<file path="src/hdl/imbsm_pkg.sv">
// imbsm_pkg: shared types, decode constants and clamp helpers for the
// indexed bank switch mapper; no dependencies
package imbsm_pkg;

   localparam logic [15:0] ADDR_MASK     = 16'hE001;
   localparam logic [15:0] ADDR_INDEX    = 16'h8000;
   localparam logic [15:0] ADDR_BANK     = 16'hA000;
   localparam logic [15:0] ADDR_CHR_HIGH = 16'hC000;
   localparam logic [15:0] ADDR_CONTROL  = 16'hE000;

   localparam logic [2:0] IDX_PRG_LO = 3'd0;
   localparam logic [2:0] IDX_PRG_HI = 3'd1;
   localparam logic [2:0] IDX_CHR_2K_A = 3'd2;
   localparam logic [2:0] IDX_CHR_2K_B = 3'd3;

   // bank_registers slots reused for the high-bit and control registers
   localparam int REG_CHR_HIGH = 0;
   localparam int REG_CONTROL  = 1;

   localparam int CTRL_MIRROR   = 0;
   localparam int CTRL_HIGH_ENA = 1;

   localparam logic [1:0] CSR_PRG_BANK_MAX = 2'd0;
   localparam logic [1:0] CSR_CHR_2K_MAX   = 2'd1;
   localparam logic [1:0] CSR_CHR_1K_MAX   = 2'd2;

   localparam logic [7:0] PRG_BANK_MAX_RST = 8'd255;
   localparam logic [7:0] CHR_2K_MAX_RST   = 8'd255;
   localparam logic [8:0] CHR_1K_MAX_RST   = 9'd511;

   typedef struct packed {
      logic [2:0]      register_index;
      logic [7:0][7:0] bank_registers;
      logic [7:0]      prg_lo;
      logic [7:0]      prg_hi;
   } bank_state_type;

   typedef struct packed {
      logic [7:0]      prg_bank_lo;
      logic [7:0]      prg_bank_hi;
      logic [7:0][8:0] chr_slot;
      logic            mirror_horizontal;
   } mapping_type;

   function automatic logic [7:0] clamp8(input logic [7:0] v, input logic [7:0] max);
      clamp8 = (v > max) ? (v & max) : v;
   endfunction

   function automatic logic [8:0] clamp9(input logic [8:0] v, input logic [8:0] max);
      clamp9 = (v > max) ? (v & max) : v;
   endfunction

endpackage

</file>
<file path="src/hdl/indexed_bank_switch_mapper.sv">
// Indexed bank switch mapper: decodes one cpu write per request (address mask
// 0xE001) and returns the full prg/chr bank mapping and mirroring after it.
// Two register stages (request register, result register); one request per
// cycle while no response is held back; rsp_valid rises as the mapping is
// loaded into the result register. Uses imbsm_pkg, imbsm_regs and imbsm_map.
module indexed_bank_switch_mapper (
   input  logic        clock,
   input  logic        reset,
   input  logic        req_valid,
   output logic        req_ready,
   input  logic [15:0] req_cpu_address,
   input  logic [7:0]  req_write_data,
   output logic        rsp_valid,
   input  logic        rsp_ready,
   output logic [7:0]  rsp_prg_bank_lo,
   output logic [7:0]  rsp_prg_bank_hi,
   output logic [8:0]  rsp_chr_slot_0,
   output logic [8:0]  rsp_chr_slot_1,
   output logic [8:0]  rsp_chr_slot_2,
   output logic [8:0]  rsp_chr_slot_3,
   output logic [8:0]  rsp_chr_slot_4,
   output logic [8:0]  rsp_chr_slot_5,
   output logic [8:0]  rsp_chr_slot_6,
   output logic [8:0]  rsp_chr_slot_7,
   output logic        rsp_mirror_horizontal,
   input  logic        csr_we,
   input  logic [1:0]  csr_index,
   input  logic [8:0]  csr_wdata
);
   import imbsm_pkg::*;

   logic        req_valid_ff, req_valid_in;
   logic [15:0] address_ff;
   logic [7:0]  data_ff;
   logic        rsp_valid_ff, rsp_valid_in;
   mapping_type rsp_ff;
   logic [7:0]  prg_bank_max_ff;
   logic [7:0]  chr_2k_max_ff;
   logic [8:0]  chr_1k_max_ff;

   logic           advance;
   logic           req_take;
   bank_state_type state_next;
   mapping_type    mapping;

   assign advance   = req_valid_ff && (!rsp_valid_ff || rsp_ready);
   assign req_ready = !req_valid_ff || advance;
   assign req_take  = req_valid && req_ready;

   always_comb begin
      if (req_take) begin
         req_valid_in = 1'b1;
      end else if (advance) begin
         req_valid_in = 1'b0;
      end else begin
         req_valid_in = req_valid_ff;
      end
      if (advance) begin
         rsp_valid_in = 1'b1;
      end else if (rsp_ready) begin
         rsp_valid_in = 1'b0;
      end else begin
         rsp_valid_in = rsp_valid_ff;
      end
   end

   imbsm_regs u_regs (
      .clock        (clock),
      .reset        (reset),
      .advance      (advance),
      .address      (address_ff),
      .data         (data_ff),
      .prg_bank_max (prg_bank_max_ff),
      .state_next   (state_next)
   );

   imbsm_map u_map (
      .state      (state_next),
      .chr_2k_max (chr_2k_max_ff),
      .chr_1k_max (chr_1k_max_ff),
      .mapping    (mapping)
   );

   always_ff @(posedge clock) begin
      if (reset) begin
         req_valid_ff    <= 1'b0;
         rsp_valid_ff    <= 1'b0;
         prg_bank_max_ff <= PRG_BANK_MAX_RST;
         chr_2k_max_ff   <= CHR_2K_MAX_RST;
         chr_1k_max_ff   <= CHR_1K_MAX_RST;
      end else begin
         req_valid_ff <= req_valid_in;
         rsp_valid_ff <= rsp_valid_in;
         if (csr_we) begin
            case (csr_index)
               CSR_PRG_BANK_MAX: prg_bank_max_ff <= csr_wdata[7:0];
               CSR_CHR_2K_MAX:   chr_2k_max_ff   <= csr_wdata[7:0];
               CSR_CHR_1K_MAX:   chr_1k_max_ff   <= csr_wdata;
               default: ;
            endcase
         end
      end
   end

   always_ff @(posedge clock) begin
      if (req_take) begin
         address_ff <= req_cpu_address;
         data_ff    <= req_write_data;
      end
      if (advance) begin
         rsp_ff <= mapping;
      end
   end

   assign rsp_valid             = rsp_valid_ff;
   assign rsp_prg_bank_lo       = rsp_ff.prg_bank_lo;
   assign rsp_prg_bank_hi       = rsp_ff.prg_bank_hi;
   assign rsp_chr_slot_0        = rsp_ff.chr_slot[0];
   assign rsp_chr_slot_1        = rsp_ff.chr_slot[1];
   assign rsp_chr_slot_2        = rsp_ff.chr_slot[2];
   assign rsp_chr_slot_3        = rsp_ff.chr_slot[3];
   assign rsp_chr_slot_4        = rsp_ff.chr_slot[4];
   assign rsp_chr_slot_5        = rsp_ff.chr_slot[5];
   assign rsp_chr_slot_6        = rsp_ff.chr_slot[6];
   assign rsp_chr_slot_7        = rsp_ff.chr_slot[7];
   assign rsp_mirror_horizontal = rsp_ff.mirror_horizontal;

   a_stall_means_full: assert property (@(posedge clock) disable iff (reset)
      !req_ready |-> (req_valid_ff && rsp_valid_ff && !rsp_ready))
      else $error("request stage stalled without a full pipeline");

   a_advance_gives_rsp: assert property (@(posedge clock) disable iff (reset)
      advance |=> rsp_valid)
      else $error("advanced request produced no response");

   a_2k_slot_pair: assert property (@(posedge clock) disable iff (reset)
      rsp_valid |-> (rsp_chr_slot_0[0] == 1'b0 && rsp_chr_slot_1 == (rsp_chr_slot_0 | 9'd1)
                     && rsp_chr_slot_3 == (rsp_chr_slot_2 | 9'd1)))
      else $error("2k chr slot pair is not even/odd");

endmodule

</file>
<file path="src/hdl/imbsm_regs.sv">
// imbsm_regs: write decoder and bank register state
// uses imbsm_pkg; next state is committed when the request advances
module imbsm_regs (
   input  logic                         clock,
   input  logic                         reset,
   input  logic                         advance,
   input  logic [15:0]                  address,
   input  logic [7:0]                   data,
   input  logic [7:0]                   prg_bank_max,
   output imbsm_pkg::bank_state_type    state_next
);
   import imbsm_pkg::*;

   bank_state_type state_ff;
   bank_state_type state_in;

   always_comb begin
      state_in = state_ff;
      case (address & ADDR_MASK)
         ADDR_INDEX: begin
            state_in.register_index = data[2:0];
         end
         ADDR_BANK: begin
            case (state_ff.register_index) inside
               IDX_PRG_LO: state_in.prg_lo = clamp8(data, prg_bank_max);
               IDX_PRG_HI: state_in.prg_hi = clamp8(data, prg_bank_max);
               IDX_CHR_2K_A, IDX_CHR_2K_B: begin
                  state_in.bank_registers[state_ff.register_index] = {1'b0, data[7:1]};
               end
               default: state_in.bank_registers[state_ff.register_index] = data;
            endcase
         end
         ADDR_CHR_HIGH: state_in.bank_registers[REG_CHR_HIGH] = data;
         ADDR_CONTROL:  state_in.bank_registers[REG_CONTROL] = data;
         default: ;
      endcase
   end

   always_ff @(posedge clock) begin
      if (reset) begin
         state_ff <= '0;
      end else if (advance) begin
         state_ff <= state_in;
      end
   end

   assign state_next = state_in;

endmodule

</file>
<file path="src/hdl/imbsm_map.sv">
// imbsm_map: forms prg banks, eight 1k chr slots and mirroring from bank state
// uses imbsm_pkg
module imbsm_map (
   input  imbsm_pkg::bank_state_type state,
   input  logic [7:0]                chr_2k_max,
   input  logic [8:0]                chr_1k_max,
   output imbsm_pkg::mapping_type    mapping
);
   import imbsm_pkg::*;

   logic [7:0] hi;
   logic [7:0] bank_a;
   logic [7:0] bank_b;

   always_comb begin
      hi = state.bank_registers[REG_CONTROL][CTRL_HIGH_ENA] ?
           state.bank_registers[REG_CHR_HIGH] : 8'd0;
      bank_a = clamp8({hi[2], state.bank_registers[2][6:0]} |
                      {1'b0, state.bank_registers[2][6:0]} |
                      {state.bank_registers[2][7], 7'd0}, chr_2k_max);
      bank_b = clamp8({hi[3] | state.bank_registers[3][7], state.bank_registers[3][6:0]},
                      chr_2k_max);

      mapping.prg_bank_lo = state.prg_lo;
      mapping.prg_bank_hi = state.prg_hi;
      mapping.chr_slot[0] = {bank_a, 1'b0};
      mapping.chr_slot[1] = {bank_a, 1'b1};
      mapping.chr_slot[2] = {bank_b, 1'b0};
      mapping.chr_slot[3] = {bank_b, 1'b1};
      mapping.chr_slot[4] = clamp9({hi[4], state.bank_registers[4]}, chr_1k_max);
      mapping.chr_slot[5] = clamp9({hi[5], state.bank_registers[5]}, chr_1k_max);
      mapping.chr_slot[6] = clamp9({hi[6], state.bank_registers[6]}, chr_1k_max);
      mapping.chr_slot[7] = clamp9({hi[7], state.bank_registers[7]}, chr_1k_max);
      mapping.mirror_horizontal = state.bank_registers[REG_CONTROL][CTRL_MIRROR];
   end

endmodule
</file>
<file path="config.mk">
export PLATFORM = sky130hd
export DESIGN_NAME = indexed_bank_switch_mapper
export DESIGN_NICKNAME = d
export VERILOG_FILES = /design/src/hdl/imbsm_pkg.sv /design/src/hdl/indexed_bank_switch_mapper.sv /design/src/hdl/imbsm_regs.sv /design/src/hdl/imbsm_map.sv
export SDC_FILE = /design/constraint.sdc
export NUM_CORES = 1
export LEC_CHECK = 0
export BUFFER_PORTS_ARGS = -buffer_cell sky130_fd_sc_hd__buf_2
export CORE_MARGIN = 2
export CORE_UTILIZATION = 60
export DETAILED_ROUTE_END_ITERATION = 6
export PLACE_DENSITY_LB_ADDON = 0.15
export SLEW_MARGIN = 20
export SYNTH_ARGS = -nofsm -noshare
export SYNTH_HDL_FRONTEND = slang
export SYNTH_HIERARCHICAL = 1
export SYNTH_SLANG_ARGS = --single-unit
</file>
<file path="constraint.sdc">
create_clock -name clock -period 4.43 [get_ports clock]
set_input_delay 0.443 -clock clock [delete_from_list [all_inputs] [get_ports clock]]
set_output_delay 0.443 -clock clock [all_outputs]
set_load 0.02 [all_outputs]
</file>
# After elaboration in Yosys (flattened, before gate mapping)
# Cells that the tools add are included.
# totals
reg_bits,203
inputBits,40
out_inout_bits,91
word_cells,102
# op_classes
n_lt_le_gt_ge,9
eq_ne,11
n_mux,26
bitwise_logic,10
reduce_logical,18
# op_table
cell,n
$mux 64,3
$bwmux 64,2
$mux 8,8
$mux 48,1
$and 9x9->9,4
$gt 9x9->1,4
$mux 9,4
$pmux 8 s2,2
$and 8x8->8,3
$demux 8 s3,1
$gt 8x8->1,3
$eq 4x4->1 const B,4
$mux 16,1
$or 8x7->8,1
$or 8x8->8,1
$reduce_and 2->1,4
$eq 3x2->1 const B,2
$reduce_bool 2->1,3
$lt 3x4->1 const B,1
$mux 1,4
$ne 2x2->1 const B,2
$reduce_and 4->1,1
$eq 3x1->1 const B,1
$ge 3x1->1 const B,1
9 further kinds,13

# Logic depth before layout (Yosys ltp)
# Gate-level depths: netlist (run 1).
# logic_depth
depth_word,14
depth_mapped,13
ltp_nobuf,12

# Modules after synthesis
# Netlist (run 1), hierarchy kept.
# by_module_without_submodules
module,instances,cells_each,area_per_inst_um2,seq_area_each_um2
imbsm_regs,1,523,4749.6,1661.6
indexed_bank_switch_mapper,1,217,4421.7,3933.8
imbsm_map,1,296,2865.2,0.0

# Least setup slack after synthesis (run 1)
# OpenSTA, ideal clock, no wires.
# synth_timing
path_type,input to register
start,in rsp_ready
end,reg u_regs/state_ff[13] (netlist name)
setup_time_ps,74
t_arrival_ps,3977
required_ps,4356
setup_slack_ps,378
path_stages,7
n_path_buf,1
cell_sequence,nand2b_1 -> and2_1 -> nand3b_1 -> nor3_4 -> buf_2 -> o21bai_1 -> a31oi_1
# synth_via
elab_chain_len,2
# synth_lines
element,line,rtl
"start, declared",indexed_bank_switch_mapper.sv:14,"input logic rsp_ready,"
$logic_or 1x1->1,indexed_bank_switch_mapper.sv:46,assign advance = req_valid_ff && (!rsp_valid_ff || rsp_ready);
$logic_and 1x1->1,indexed_bank_switch_mapper.sv:46,
named net advance,indexed_bank_switch_mapper.sv:41,logic advance;
"end signal, assigned",imbsm_regs.sv:43,state_ff <= state_in;
"end, declared",imbsm_regs.sv:14,bank_state_type state_ff;
# The timed path passes the listed nets, and every way through them passes these cells.
# A chain may end at the register's enable or synchronous reset.

==> results by stage, run 1 <==
Place:
- The placer congestion estimate is 0.845.
- The count of input and output buffers is 118.
- The half-perimeter wire length after detailed placement is 17,600 um.
- The worst setup timing slack at the placement stage is 0.607 ns.

Finish:
- The number of nets at the end of the flow is 1,220.
- The number of inserted diodes is 0.
- Compared with the post-synthesis result, the final layout area differs by 10.7%.
- The proportion of layout cells with a drive suffix above 1 is 27.6%.

Critical path:
- The critical path starts at u_regs/state_ff[81].
- The highest net fanout along the worst path is 11.
- For this design, the slowest cell found on the critical path is sky130_fd_sc_hd__a211o_1.
- The kind of start point of the critical path is a flop.
- The startpoint identified for the worst register-to-register timing path is u_regs/state_ff[81].
- The cell that appears most often on the critical path is sky130_fd_sc_hd__nor2b_1.
- The worst setup path is captured at a flop.
- The signal on the critical path passes through nor2b_1 -> nor2b_1 -> buf_4 -> mux2_2 -> ha_1 -> a21oi_1 -> o211ai_1 -> a2111oi_2 -> a211o_1 -> mux2_4.
- The largest stage delay on the critical path is 0.52 ns.
- The critical path is of the reg2reg type.
- The required arrival time at the worst endpoint is 4.69 ns.
- The worst endpoint data arrival time is 4.11 ns.

Clock network:
- The tree built by TritonCTS fans out to 203 sinks.
- Gates resized during post-CTS repair numbered 0.
- The clock latency on the worst-skew pair is 0.52 ns.
- CTS built an H-tree with a depth of 1.
- The worst-case clock buffer depth is 3.
- The root buffer cell chosen for the clock tree is sky130_fd_sc_hd__clkbuf_16.
- The number of clock buffers added by TritonCTS is 23.
- The clock slew seen by the registers of the worst setup and hold paths is 0.06 ns.
- TritonCTS built the clock tree.
- For this design, the CTS-stage hold fixing added 0 buffers.
- In this run the post-CTS setup repair buffer count came out at 0.

Worst hold path:
- The worst hold path begins at req_write_data[4].
- In this run the worst hold path is classified as in2reg.

Floorplan:
- The vertical die dimension is 141 um.
- The floorplan step defined a die boundary enclosing 20,000 um^2.
- The count of pins on the block boundary is 131.
- The width of the chip is 141 um.
- The initial utilization of the core area, before any placement, comes to 60.9%.
- The placeable core region is 18,600 um^2.
- The site row count is 50.

Timing:
- The maximum achievable frequency is 260 MHz.
- The worst slew slack as a fraction of its limit is 33.9%.
- Setup repair after global routing left no endpoint under its margin.
- The worst path in the final design needs a cycle of 3.85 ns, including I/O delays and setup.
- The post-layout worst setup margin is 0.582 ns.
- For the pin with the worst max-slew slack, the measured transition is 0.986 ns.
- The number of max-slew violations in the final report was 0.
- Between clock sinks in the finished design, the worst skew comes to 0.0175 ns.
- The final hold violation count is 0.
- The share of the cycle needed by the critical path after routing is 86.9%.
- The number of failing setup endpoints in the final timing report is 0.
- For the final routed database, the setup TNS stands at 0 ns.

Outcome:
- The run finished with clean final reports.

Routing:
- For this block, the initial DRC count from the detailed router was 527.
- The routed design has 25,600 um of wire.
- The detail route stage leaves a number of antenna-violating nets equal to 0.
- The total DRC errors in the routed layout is 0.
- The via-per-instance ratio is 5.74.
- The number of search-and-repair iterations in the first detailed-routing pass is 5.
- Dividing the detail-routed wire length by the instance count gives 19.6 um.
- The routed layout has 7,525 vias.

Power:
- The maximum resistive drop on vdd is 0.281 mV.
- In this run the static leakage power is 5.87 nW.
- The ratio of total power to cell area is 337 nW/um^2.
- The design draws 4.22 mW.

Logic synthesis:
- Each instance of the synthesized netlist takes up on average 11.4 um^2.
- Counting every instance in the synthesized netlist gives 992.
- After synthesis the cells add up to 11,300 um^2.
- The total of warnings raised by yosys is 6.

Global route:
- The via count of the first global-routing pass is 7,289.
- Entering global routing, the biggest net connects 78 pins.
- The total global routing overflow is 0.
- The initial antenna violation count is 0.
- The first global-routing pass estimated 40,000 um of wire.
- The total global routing track utilization is 25.7%.

Run:
- Across the run, the number of max-cap violations was 0.
flip-flops by register name, summed over array words and instances (netlist names):
| signal | cells |
|---|---|
| address_ff | 4 |
| chr_1k_max_ff | 9 |
| chr_2k_max_ff | 8 |
| data_ff | 8 |
| prg_bank_max_ff | 8 |
| req_valid_ff | 1 |
| rsp_chr_slot_0 | 9 |
| rsp_chr_slot_1 | 9 |
| rsp_chr_slot_2 | 9 |
| rsp_chr_slot_3 | 9 |
| rsp_chr_slot_4 | 9 |
| rsp_chr_slot_5 | 9 |
| rsp_chr_slot_6 | 9 |
| rsp_chr_slot_7 | 9 |
| rsp_mirror_horizontal | 1 |
| rsp_prg_bank_hi | 8 |
| rsp_prg_bank_lo | 8 |
| rsp_valid | 1 |
| u_regs/state_ff | 75 |
routing by layer:
layer	GRT usage, %	vias to the layer above	part of all wire, %
met1	36.6	3588	47
met4	7.89	0	2.4
met3	4.05	44	5.6
met5	0	-	0
met2	40.8	231	45
li1	-	3662	-
through the flow:
stage | hold slack (ns) | instance area (um^2) | utilization [%] | instances
after floorplan | 0.433 | 11300 | - | 994
after global placement | 0.445 | 11800 | 63.4 | 1269
after detailed placement | 0.450 | 11800 | 63.4 | 1269
after CTS | 0.0903 | 12500 | 67.4 | 1311
after global routing | 0.0909 | 12500 | 67.4 | 1311
final | 0.103 | 12500 | 67.4 | 1311
power by group:
group / switching [mW] / internal, mW / leakage (nW) / total, mW
sequential: 0.0458 / 2.02 / 1.79 / 2.07
combinational: 0.192 / 0.0856 / 3.71 / 0.278
clock: 0.765 / 1.11 / 0.366 / 1.87
total: 1.00 / 3.21 / 5.87 / 4.22
path summary, 6_finish.rpt:
check,end,slack (ns),depth (start not counted)
setup / recovery,rsp_chr_slot_4[6],0.58,10
hold reg to reg,u_regs/state_ff[63],0.46,2
setup reg to reg,rsp_chr_slot_4[6],0.58,10
hold / removal,data_ff[4],0.10,1
area by class of cell:
type	instances	area, um^2
fillers	1438	6060
clock inverters	9	85.1
inverters	32	120
clock buffers	33	664
repair buffers	133	706
flip-flops and latches	203	5070
multi-input cells	667	5580
well taps	234	293
worst max-delay path, delay by kind of cell (launching register included):
family	cells	cell delay, ns
and+or+nand+nor	2	0.65
DFF	1	0.49
buffers and inverters	1	0.19
muxes	2	0.74
AOI/OAI and AO/OA	4	1.18
adders and majority gates	1	0.34
layout by cell type (no fill, tap or decap), types with 12 or more instances in the layout:
cell                        count
sky130_fd_sc_hd__dfxtp_1      102
sky130_fd_sc_hd__mux2i_1       73
sky130_fd_sc_hd__nand2_1       34
sky130_fd_sc_hd__clkbuf_16     24
sky130_fd_sc_hd__mux2_4        18
sky130_fd_sc_hd__nor2b_1       12
sky130_fd_sc_hd__nor2_1       126
sky130_fd_sc_hd__a311oi_1      12
sky130_fd_sc_hd__nand3_1       15
sky130_fd_sc_hd__ha_1         120
sky130_fd_sc_hd__a21oi_1       24
sky130_fd_sc_hd__buf_2        117
sky130_fd_sc_hd__edfxtp_1     101
sky130_fd_sc_hd__a31oi_1       21
sky130_fd_sc_hd__buf_4         16
sky130_fd_sc_hd__inv_1         32
sky130_fd_sc_hd__nor3_1        18
sky130_fd_sc_hd__mux2_2        88
Note: power is estimated with default switching activity, not from simulation.
==> run 2, diff against run 1 <==
CORE_MARGIN = not set   (was 2)
PLACE_DENSITY_LB_ADDON = 0.1   (was 0.15)
clock period = 4.3 ns   (was 4.43 ns; I/O delays follow)
==> results by stage, run 2 (synthesis gave the netlist of run 1 again) <==
Outcome:
- Outcome: completed (unchanged).

Finish:
- The area growth from synthesis to layout is 10.3% (was 10.7%).
- The count of filler cells inserted in the layout is 1,403 (was 1,438).
- The register name with the most flops is u_regs/state_ff (unchanged).
- The total area of sequential cells came to 5070 um^2 (unchanged).
- The number of inserted diodes is 0 (unchanged).
- The area of all placed cells without fillers is 12,500 um^2 (about the same).
- The multi-input combinational cell area is 5580 um^2 (unchanged).
- The leading cell type in the layout, fill and taps excluded is sky130_fd_sc_hd__nor2_1 (unchanged).
- The proportion of layout cells with a drive suffix above 1 is 27.2% (was 27.6%).
- Leading cell types in the layout, fill and taps excluded: sky130_fd_sc_hd__nor2_1, sky130_fd_sc_hd__ha_1, sky130_fd_sc_hd__buf_2 (unchanged).
- The flip-flop count of the largest register, all copies and words added is 75 (unchanged).
- The number of nets at the end of the flow is 1,220 (unchanged).

Routing:
- The number of search-and-repair iterations in the first detailed-routing pass is 5 (unchanged).
- The via-per-instance ratio is 5.80 (was 5.74).
- The detailed-route wire length per cell was 19.4 um (was 19.6 um).
- The via count is 7,570 (was 7,525).
- The total DRC errors in the routed layout is 0 (unchanged).
- The residual antenna-violating net count after detailed routing is 0 (unchanged).
- The number of DRC violations after detailed-routing iteration 0 is 502 (was 527).
- The detailed-route wire length came to 25,300 um (was 25,600 um).

Global route:
- The via count of the first global-routing pass is 7,081 (was 7,289).
- The total global routing track utilization was 25.5% (was 25.7%).
- The total global routing overflow is 0 (unchanged).
- The pin count of the biggest net entering global routing came to 95 (was 78).
- The initial antenna violation count is 0 (unchanged).
- The wire length of the first global-routing pass came to 38,600 um (was 40,000 um).

Timing:
- The aggregate negative setup slack is 0 ns (unchanged).
- The worst clock skew is 0.00789 ns (was 0.0175 ns).
- The time the worst path needs with I/O delays and setup is 3.87 ns (was 3.85 ns).
- The share of the cycle needed by the critical path after routing is 90.0% (was 86.9%).
- The slew of the pin with the lowest slew margin is 1.01 ns (was 0.986 ns).
- The number of failing setup endpoints in the final timing report is 0 (unchanged).
- The worst slew slack as a fraction of its limit is 32.5% (was 33.9%).
- Setup repair after global routing missed its margin: no (unchanged).
- The number of max-slew violations in the final report was 0 (unchanged).
- The final hold violation count came to 0 (unchanged).
- The maximum achievable frequency is 258 MHz (was 260 MHz).

Clock network:
- The clock latency on the worst-skew pair came to 0.50 ns (was 0.52 ns).
- The clock root buffer is sky130_fd_sc_hd__clkbuf_16 (unchanged).
- The total CTS buffers is 23 (unchanged).
- The deepest level of the CTS H-tree is 1 (unchanged).
- The number of resized instances in the post-cts repair step came to 0 (unchanged).
- The count of hold-fix buffers inserted at cts is 0 (unchanged).
- The TritonCTS clock tree is yes (unchanged).
- The clock slew seen by the registers of the worst setup and hold paths came to 0.06 ns (about the same).
- The post-CTS repair timing setup buffer count was 0 (unchanged).
- The clock sink count is 203 (unchanged).
- The worst-case clock buffer depth came to 3 (unchanged).

Critical path:
- The endpoint of the worst-slack reg-to-reg timing path was rsp_chr_slot_4[7] (was rsp_chr_slot_4[6]).
- The beginning of the worst register-to-register path is address_ff[14] (was u_regs/state_ff[81]).
- The worst endpoint data arrival time is 4.12 ns (was 4.11 ns).
- Critical path cell sequence: and4bb_2 -> nand2b_1 -> nor2b_1 -> buf_4 -> mux2_2 -> ha_1 -> a21oi_1 -> o211ai_1 -> a2111oi_2 -> a211o_1 -> mux2_4 (was nor2b_1 -> nor2b_1 -> buf_4 -> mux2_2 -> ha_1 -> a21oi_1 -> o211ai_1 -> a2111oi_2 -> a211o_1 -> mux2_4).
- The capture point of the critical path was rsp_chr_slot_4[7] (was rsp_chr_slot_4[6]).
- The slowest library cell on the worst path is sky130_fd_sc_hd__a211o_1 (unchanged).
- The worst setup slack for register-to-register paths is 0.43 ns (was 0.58 ns).
- The classification of the worst setup path is reg2reg (unchanged).
- The worst reg2reg path depth came to 11 (was 10).
- The highest net fanout along the worst path is 9 (was 11).
- The required arrival time at the worst endpoint is 4.55 ns (was 4.69 ns).
- The largest stage delay on the critical path is 0.54 ns (was 0.52 ns).
- The category of the worst setup path capture point is a flop (unchanged).
- The worst setup path startpoint is address_ff[14] (was u_regs/state_ff[81]).
- The kind of start point of the critical path is a flop (unchanged).

Floorplan:
- The effective utilization at floorplan is 62.1% (was 60.9%).
- The count of pins on the block boundary is 131 (unchanged).
- The die footprint is 19,400 um^2 (was 20,000 um^2).
- The site row count is 49 (was 50).
- The width of the chip came to 139 um (was 141 um).
- The vertical die dimension is 139 um (was 141 um).
- The placeable core region was 18,200 um^2 (was 18,600 um^2).

Place:
- The half-perimeter wire length after detailed placement is 17,400 um (was 17,600 um).
- The count of input and output buffers is 118 (unchanged).
- The placer congestion estimate is 0.885 (was 0.845).
- The post-placement cell area came to 11,800 um^2 (about the same).

Power:
- The ratio of total power to cell area is 341 nW/um^2 (was 337 nW/um^2).
- The maximum resistive drop on vdd is 0.298 mV (was 0.281 mV).
- The leakage dissipation is 5.85 nW (was 5.87 nW).

Worst hold path:
- The hold path depth was 1 (unchanged).
- The worst hold path class is in2reg (unchanged).

Run:
- The number of max-cap violations is 0 (unchanged).
run 2: per-stage QoR:
step	setup WS [ns]	hold slack, ns	cells	power, mW	util (%)
2_1_floorplan	0.261	0.433	994	2.35	-
3_3_place_gp	0.569	0.439	1264	2.44	64.6
3_5_place_dp	0.495	0.447	1264	2.45	64.6
4_1_cts	0.452	0.0889	1305	4.30	68.5
5_1_grt	0.258	0.0905	1305	4.40	68.5
6_report	0.429	0.110	1305	4.26	68.5
run 2: worst min path at each step:
stage	from	end	slack [ns]
after global routing	req_write_data[5]	data_ff[5]	0.09
after global placement	u_regs/state_ff[60]	u_regs/state_ff[60]	0.44
after floorplan	u_regs/state_ff[57]	u_regs/state_ff[57]	0.43
after CTS	req_write_data[5]	data_ff[5]	0.09
after detailed placement	u_regs/state_ff[57]	u_regs/state_ff[57]	0.45
final	req_write_data[5]	data_ff[5]	0.11
run 2: cell type report:
cell class / instances / area share [%]
inverter: 32 / 0.962
clock buffer: 33 / 5.23
sequential: 203 / 40.7
tap: 229 / 2.30
timing repair buffer: 133 / 5.65
clock inverter: 8 / 0.501
multi-input combinational: 667 / 44.7
run 2: metal layers:
layer | track usage [%] | up-vias | routed length [um]
li1 | - | 3644 | -
met1 | 35.8 | 3641 | 11900
met2 | 40.3 | 235 | 11300
met3 | 4.30 | 50 | 1450
met4 | 7.95 | 0 | 661
met5 | 0 | - | 0
run 2: critical path, delay by kind of cell, from the launching register on:
family | cells | cell delay, ns
muxes | 2 | 0.74
buffers and inverters | 1 | 0.19
AOI/OAI and AO/OA | 4 | 1.22
adders and majority gates | 1 | 0.34
DFF | 1 | 0.42
and+or+nand+nor | 3 | 0.72
run 2: power breakdown:
group          switching [mW]  internal (mW)  total [mW]
logic                   0.192         0.0884       0.280
clock network           0.745           1.11        1.85
registers              0.0476           2.08        2.13
total                   0.984           3.28        4.26
==> run 3, diff against run 2 <==
CELL_PAD_IN_SITES_DETAIL_PLACEMENT = 1   (was not set)
CELL_PAD_IN_SITES_GLOBAL_PLACEMENT = 2   (was not set)
CORE_UTILIZATION = 40   (was 60)
==> results by stage, run 3 (synthesis gave the netlist of run 1 again) <==
Outcome:
- Outcome: completed (unchanged).

Clock network:
- The post-CTS repair timing setup buffer count is 0 (unchanged).
- The total CTS buffers was 24 (was 23).
- The clock root buffer is sky130_fd_sc_hd__clkbuf_16 (unchanged).
- The TritonCTS clock tree is yes (unchanged).
- The clock latency on the worst-skew pair is 0.53 ns (was 0.50 ns).
- The clock slew seen by the registers of the worst setup and hold paths came to 0.06 ns (about the same).
- The worst-case clock buffer depth is 3 (unchanged).
- The count of hold-fix buffers inserted at cts was 0 (unchanged).
- The deepest level of the CTS H-tree is 1 (unchanged).
- The number of resized instances in the post-cts repair step is 0 (unchanged).
- The clock sink count is 203 (unchanged).

Finish:
- The number of inserted diodes is 0 (unchanged).
- The leading cell type in the layout, fill and taps excluded is sky130_fd_sc_hd__nor2_1 (unchanged).
- The area growth from synthesis to layout was 13.1% (was 10.3%).
- The number of nets at the end of the flow is 1,230 (was 1,220).
- Leading cell types in the layout, fill and taps excluded: sky130_fd_sc_hd__nor2_1, sky130_fd_sc_hd__ha_1, sky130_fd_sc_hd__buf_2 (unchanged).
- The flip-flop count of the largest register, all copies and words added came to 75 (unchanged).
- The register name with the most flops is u_regs/state_ff (unchanged).
- The proportion of layout cells with a drive suffix above 1 is 28.2% (was 27.2%).
- The area of all placed cells without fillers came to 12,800 um^2 (was 12,500 um^2).

Power:
- The combinational fraction of design power is 6.8% (was 6.6%).
- The leakage dissipation is 5.92 nW (was 5.85 nW).
- The share of total power in sequential cells is 48.3% (was 49.9%).
- The clock group share of total power is 44.9% (was 43.5%).
- The total power draw is 4.40 mW (was 4.26 mW).
- The net switching power came to 1.06 mW (was 0.984 mW).
- The maximum resistive drop on vdd is 0.222 mV (was 0.298 mV).
- The design internal power is 3.35 mW (was 3.28 mW).
- The ratio of total power to cell area is 344 nW/um^2 (was 341 nW/um^2).
- The share of total power consumed by net switching is 24.0% (was 23.1%).

Place:
- The post-placement cell area is 12,000 um^2 (was 11,800 um^2).
- The count of input and output buffers is 118 (unchanged).
- The half-perimeter wire length after detailed placement came to 21,300 um (was 17,400 um).
- The placer congestion estimate is 0.787 (was 0.885).

Timing:
- The number of failing setup endpoints in the final timing report is 0 (unchanged).
- The aggregate negative setup slack is 0 ns (unchanged).
- The maximum achievable frequency came to 257 MHz (was 258 MHz).
- The share of the cycle needed by the critical path after routing is 90.4% (was 90.0%).
- The slew of the pin with the lowest slew margin is 0.894 ns (was 1.01 ns).
- The time the worst path needs with I/O delays and setup is 3.89 ns (was 3.87 ns).
- The final hold violation count is 0 (unchanged).
- The tightest hold margin is 0.0813 ns (was 0.110 ns).
- Setup repair after global routing missed its margin: no (unchanged).
- The worst clock skew is 0.00795 ns (was 0.00789 ns).
- The number of max-slew violations in the final report was 0 (unchanged).
- The worst slew slack as a fraction of its limit was 40.4% (was 32.5%).

Critical path:
- The category of the worst setup path capture point is a flop (unchanged).
- The highest net fanout along the worst path is 9 (unchanged).
- The worst endpoint data arrival time is 4.16 ns (was 4.12 ns).
- The classification of the worst setup path was reg2reg (unchanged).
- The kind of start point of the critical path is a flop (unchanged).
- The required arrival time at the worst endpoint was 4.57 ns (was 4.55 ns).

Global route:
- The total global routing overflow was 0 (unchanged).
- The total global routing track utilization is 21.2% (was 25.5%).
- The wire length of the first global-routing pass came to 46,100 um (was 38,600 um).
- The initial antenna violation count is 0 (unchanged).
- The pin count of the biggest net entering global routing is 82 (was 95).
- The via count of the first global-routing pass is 7,697 (was 7,081).

Routing:
- The detailed-route wire length came to 30,100 um (was 25,300 um).
- The number of DRC violations after detailed-routing iteration 0 is 275 (was 502).
- The residual antenna-violating net count after detailed routing is 0 (unchanged).
- The number of search-and-repair iterations in the first detailed-routing pass is 4 (was 5).
- The total DRC errors in the routed layout is 0 (unchanged).
- The via count came to 7,538 (was 7,570).
- The detailed-route wire length per cell is 20.5 um (was 19.4 um).
- The via-per-instance ratio is 5.14 (was 5.80).

Floorplan:
- The placeable core region is 27,800 um^2 (was 18,200 um^2).
- The vertical die dimension was 170 um (was 139 um).
- The width of the chip is 170 um (was 139 um).
- The site row count was 61 (was 49).
- The effective utilization at floorplan was 40.7% (was 62.1%).
- The count of pins on the block boundary is 131 (unchanged).
- The die footprint is 29,000 um^2 (was 19,400 um^2).

Run:
- The number of max-cap violations is 0 (unchanged).

Worst hold path:
- The worst hold path class is in2reg (unchanged).
## run 3: cell count changes in the layout (fill, tap and decap cells not counted)
cell and delta:
sky130_fd_sc_hd__clkinv_1 -2, sky130_fd_sc_hd__clkbuf_8 +1, sky130_fd_sc_hd__clkbuf_16 +1, sky130_fd_sc_hd__clkinv_2 +2, sky130_fd_sc_hd__nor3_4 +1, sky130_fd_sc_hd__clkinv_8 +1, sky130_fd_sc_hd__nor3_2 -1, sky130_fd_sc_hd__buf_4 +9
## run 3: power groups by stage
stage,Clock [mW],Combinational (mW),Sequential (mW)
after global routing,2.10,0.331,2.13
after detailed placement,0,0.304,2.17
after global placement,0,0.301,2.17
after CTS,2.04,0.306,2.13
after floorplan,0,0.157,2.19
final,1.98,0.301,2.13
## run 3: per-layer routing
| metal | part of all wire (%) | wire length, um | vias up | track usage [%] |
|---|---|---|---|---|
| li1 | - | - | 3665 | - |
| met1 | 49 | 14700 | 3759 | 29.4 |
| met2 | 47 | 14100 | 89 | 35.2 |
| met3 | 3.0 | 898 | 25 | 2.79 |
| met4 | 1.2 | 373 | 0 | 4.07 |
| met5 | 0 | 0 | - | 0 |
## run 3: final cells by class
type / instances / area, um^2
Timing Repair Buffer: 142 / 773
Clock inverter: 9 / 81.3
Sequential cell: 203 / 5070
Inverter: 32 / 120
Tap cell: 378 / 473
Clock buffer: 35 / 692
Fill cell: 3054 / 15000
Multi-Input combinational cell: 667 / 5590
## run 3: per-stage QoR
stage / setup WS, ns / std cells / utilization [%]
global route: 0.261 / 1466 / 46.1
detailed placement: 0.442 / 1422 / 43.3
floorplan: 0.261 / 994 / -
global placement: 0.529 / 1422 / 43.3
CTS: 0.424 / 1466 / 46.1
finish: 0.412 / 1466 / 46.1
## run 3: worst paths after layout
kind,end,start,cells past startpoint,slack [ns]
setup / recovery,rsp_chr_slot_5[3],address_ff[14],10,0.41
hold / removal,data_ff[3],req_write_data[3],1,0.08
setup reg to reg,rsp_chr_slot_5[3],address_ff[14],10,0.41
hold reg to reg,u_regs/state_ff[60],u_regs/state_ff[60],2,0.47
## run 3: critical path, stage by stage (launching register included)
cell and delay [ns]:
sky130_fd_sc_hd__edfxtp_1 0.43, sky130_fd_sc_hd__and4bb_2 0.41, sky130_fd_sc_hd__and2_1 0.27, sky130_fd_sc_hd__nand2_1 0.27, sky130_fd_sc_hd__mux2_2 0.38, sky130_fd_sc_hd__ha_1 0.35
sky130_fd_sc_hd__a21oi_2 0.18, sky130_fd_sc_hd__o211ai_2 0.11, sky130_fd_sc_hd__a2111oi_2 0.36, sky130_fd_sc_hd__a211o_1 0.53, sky130_fd_sc_hd__mux2_4 0.35
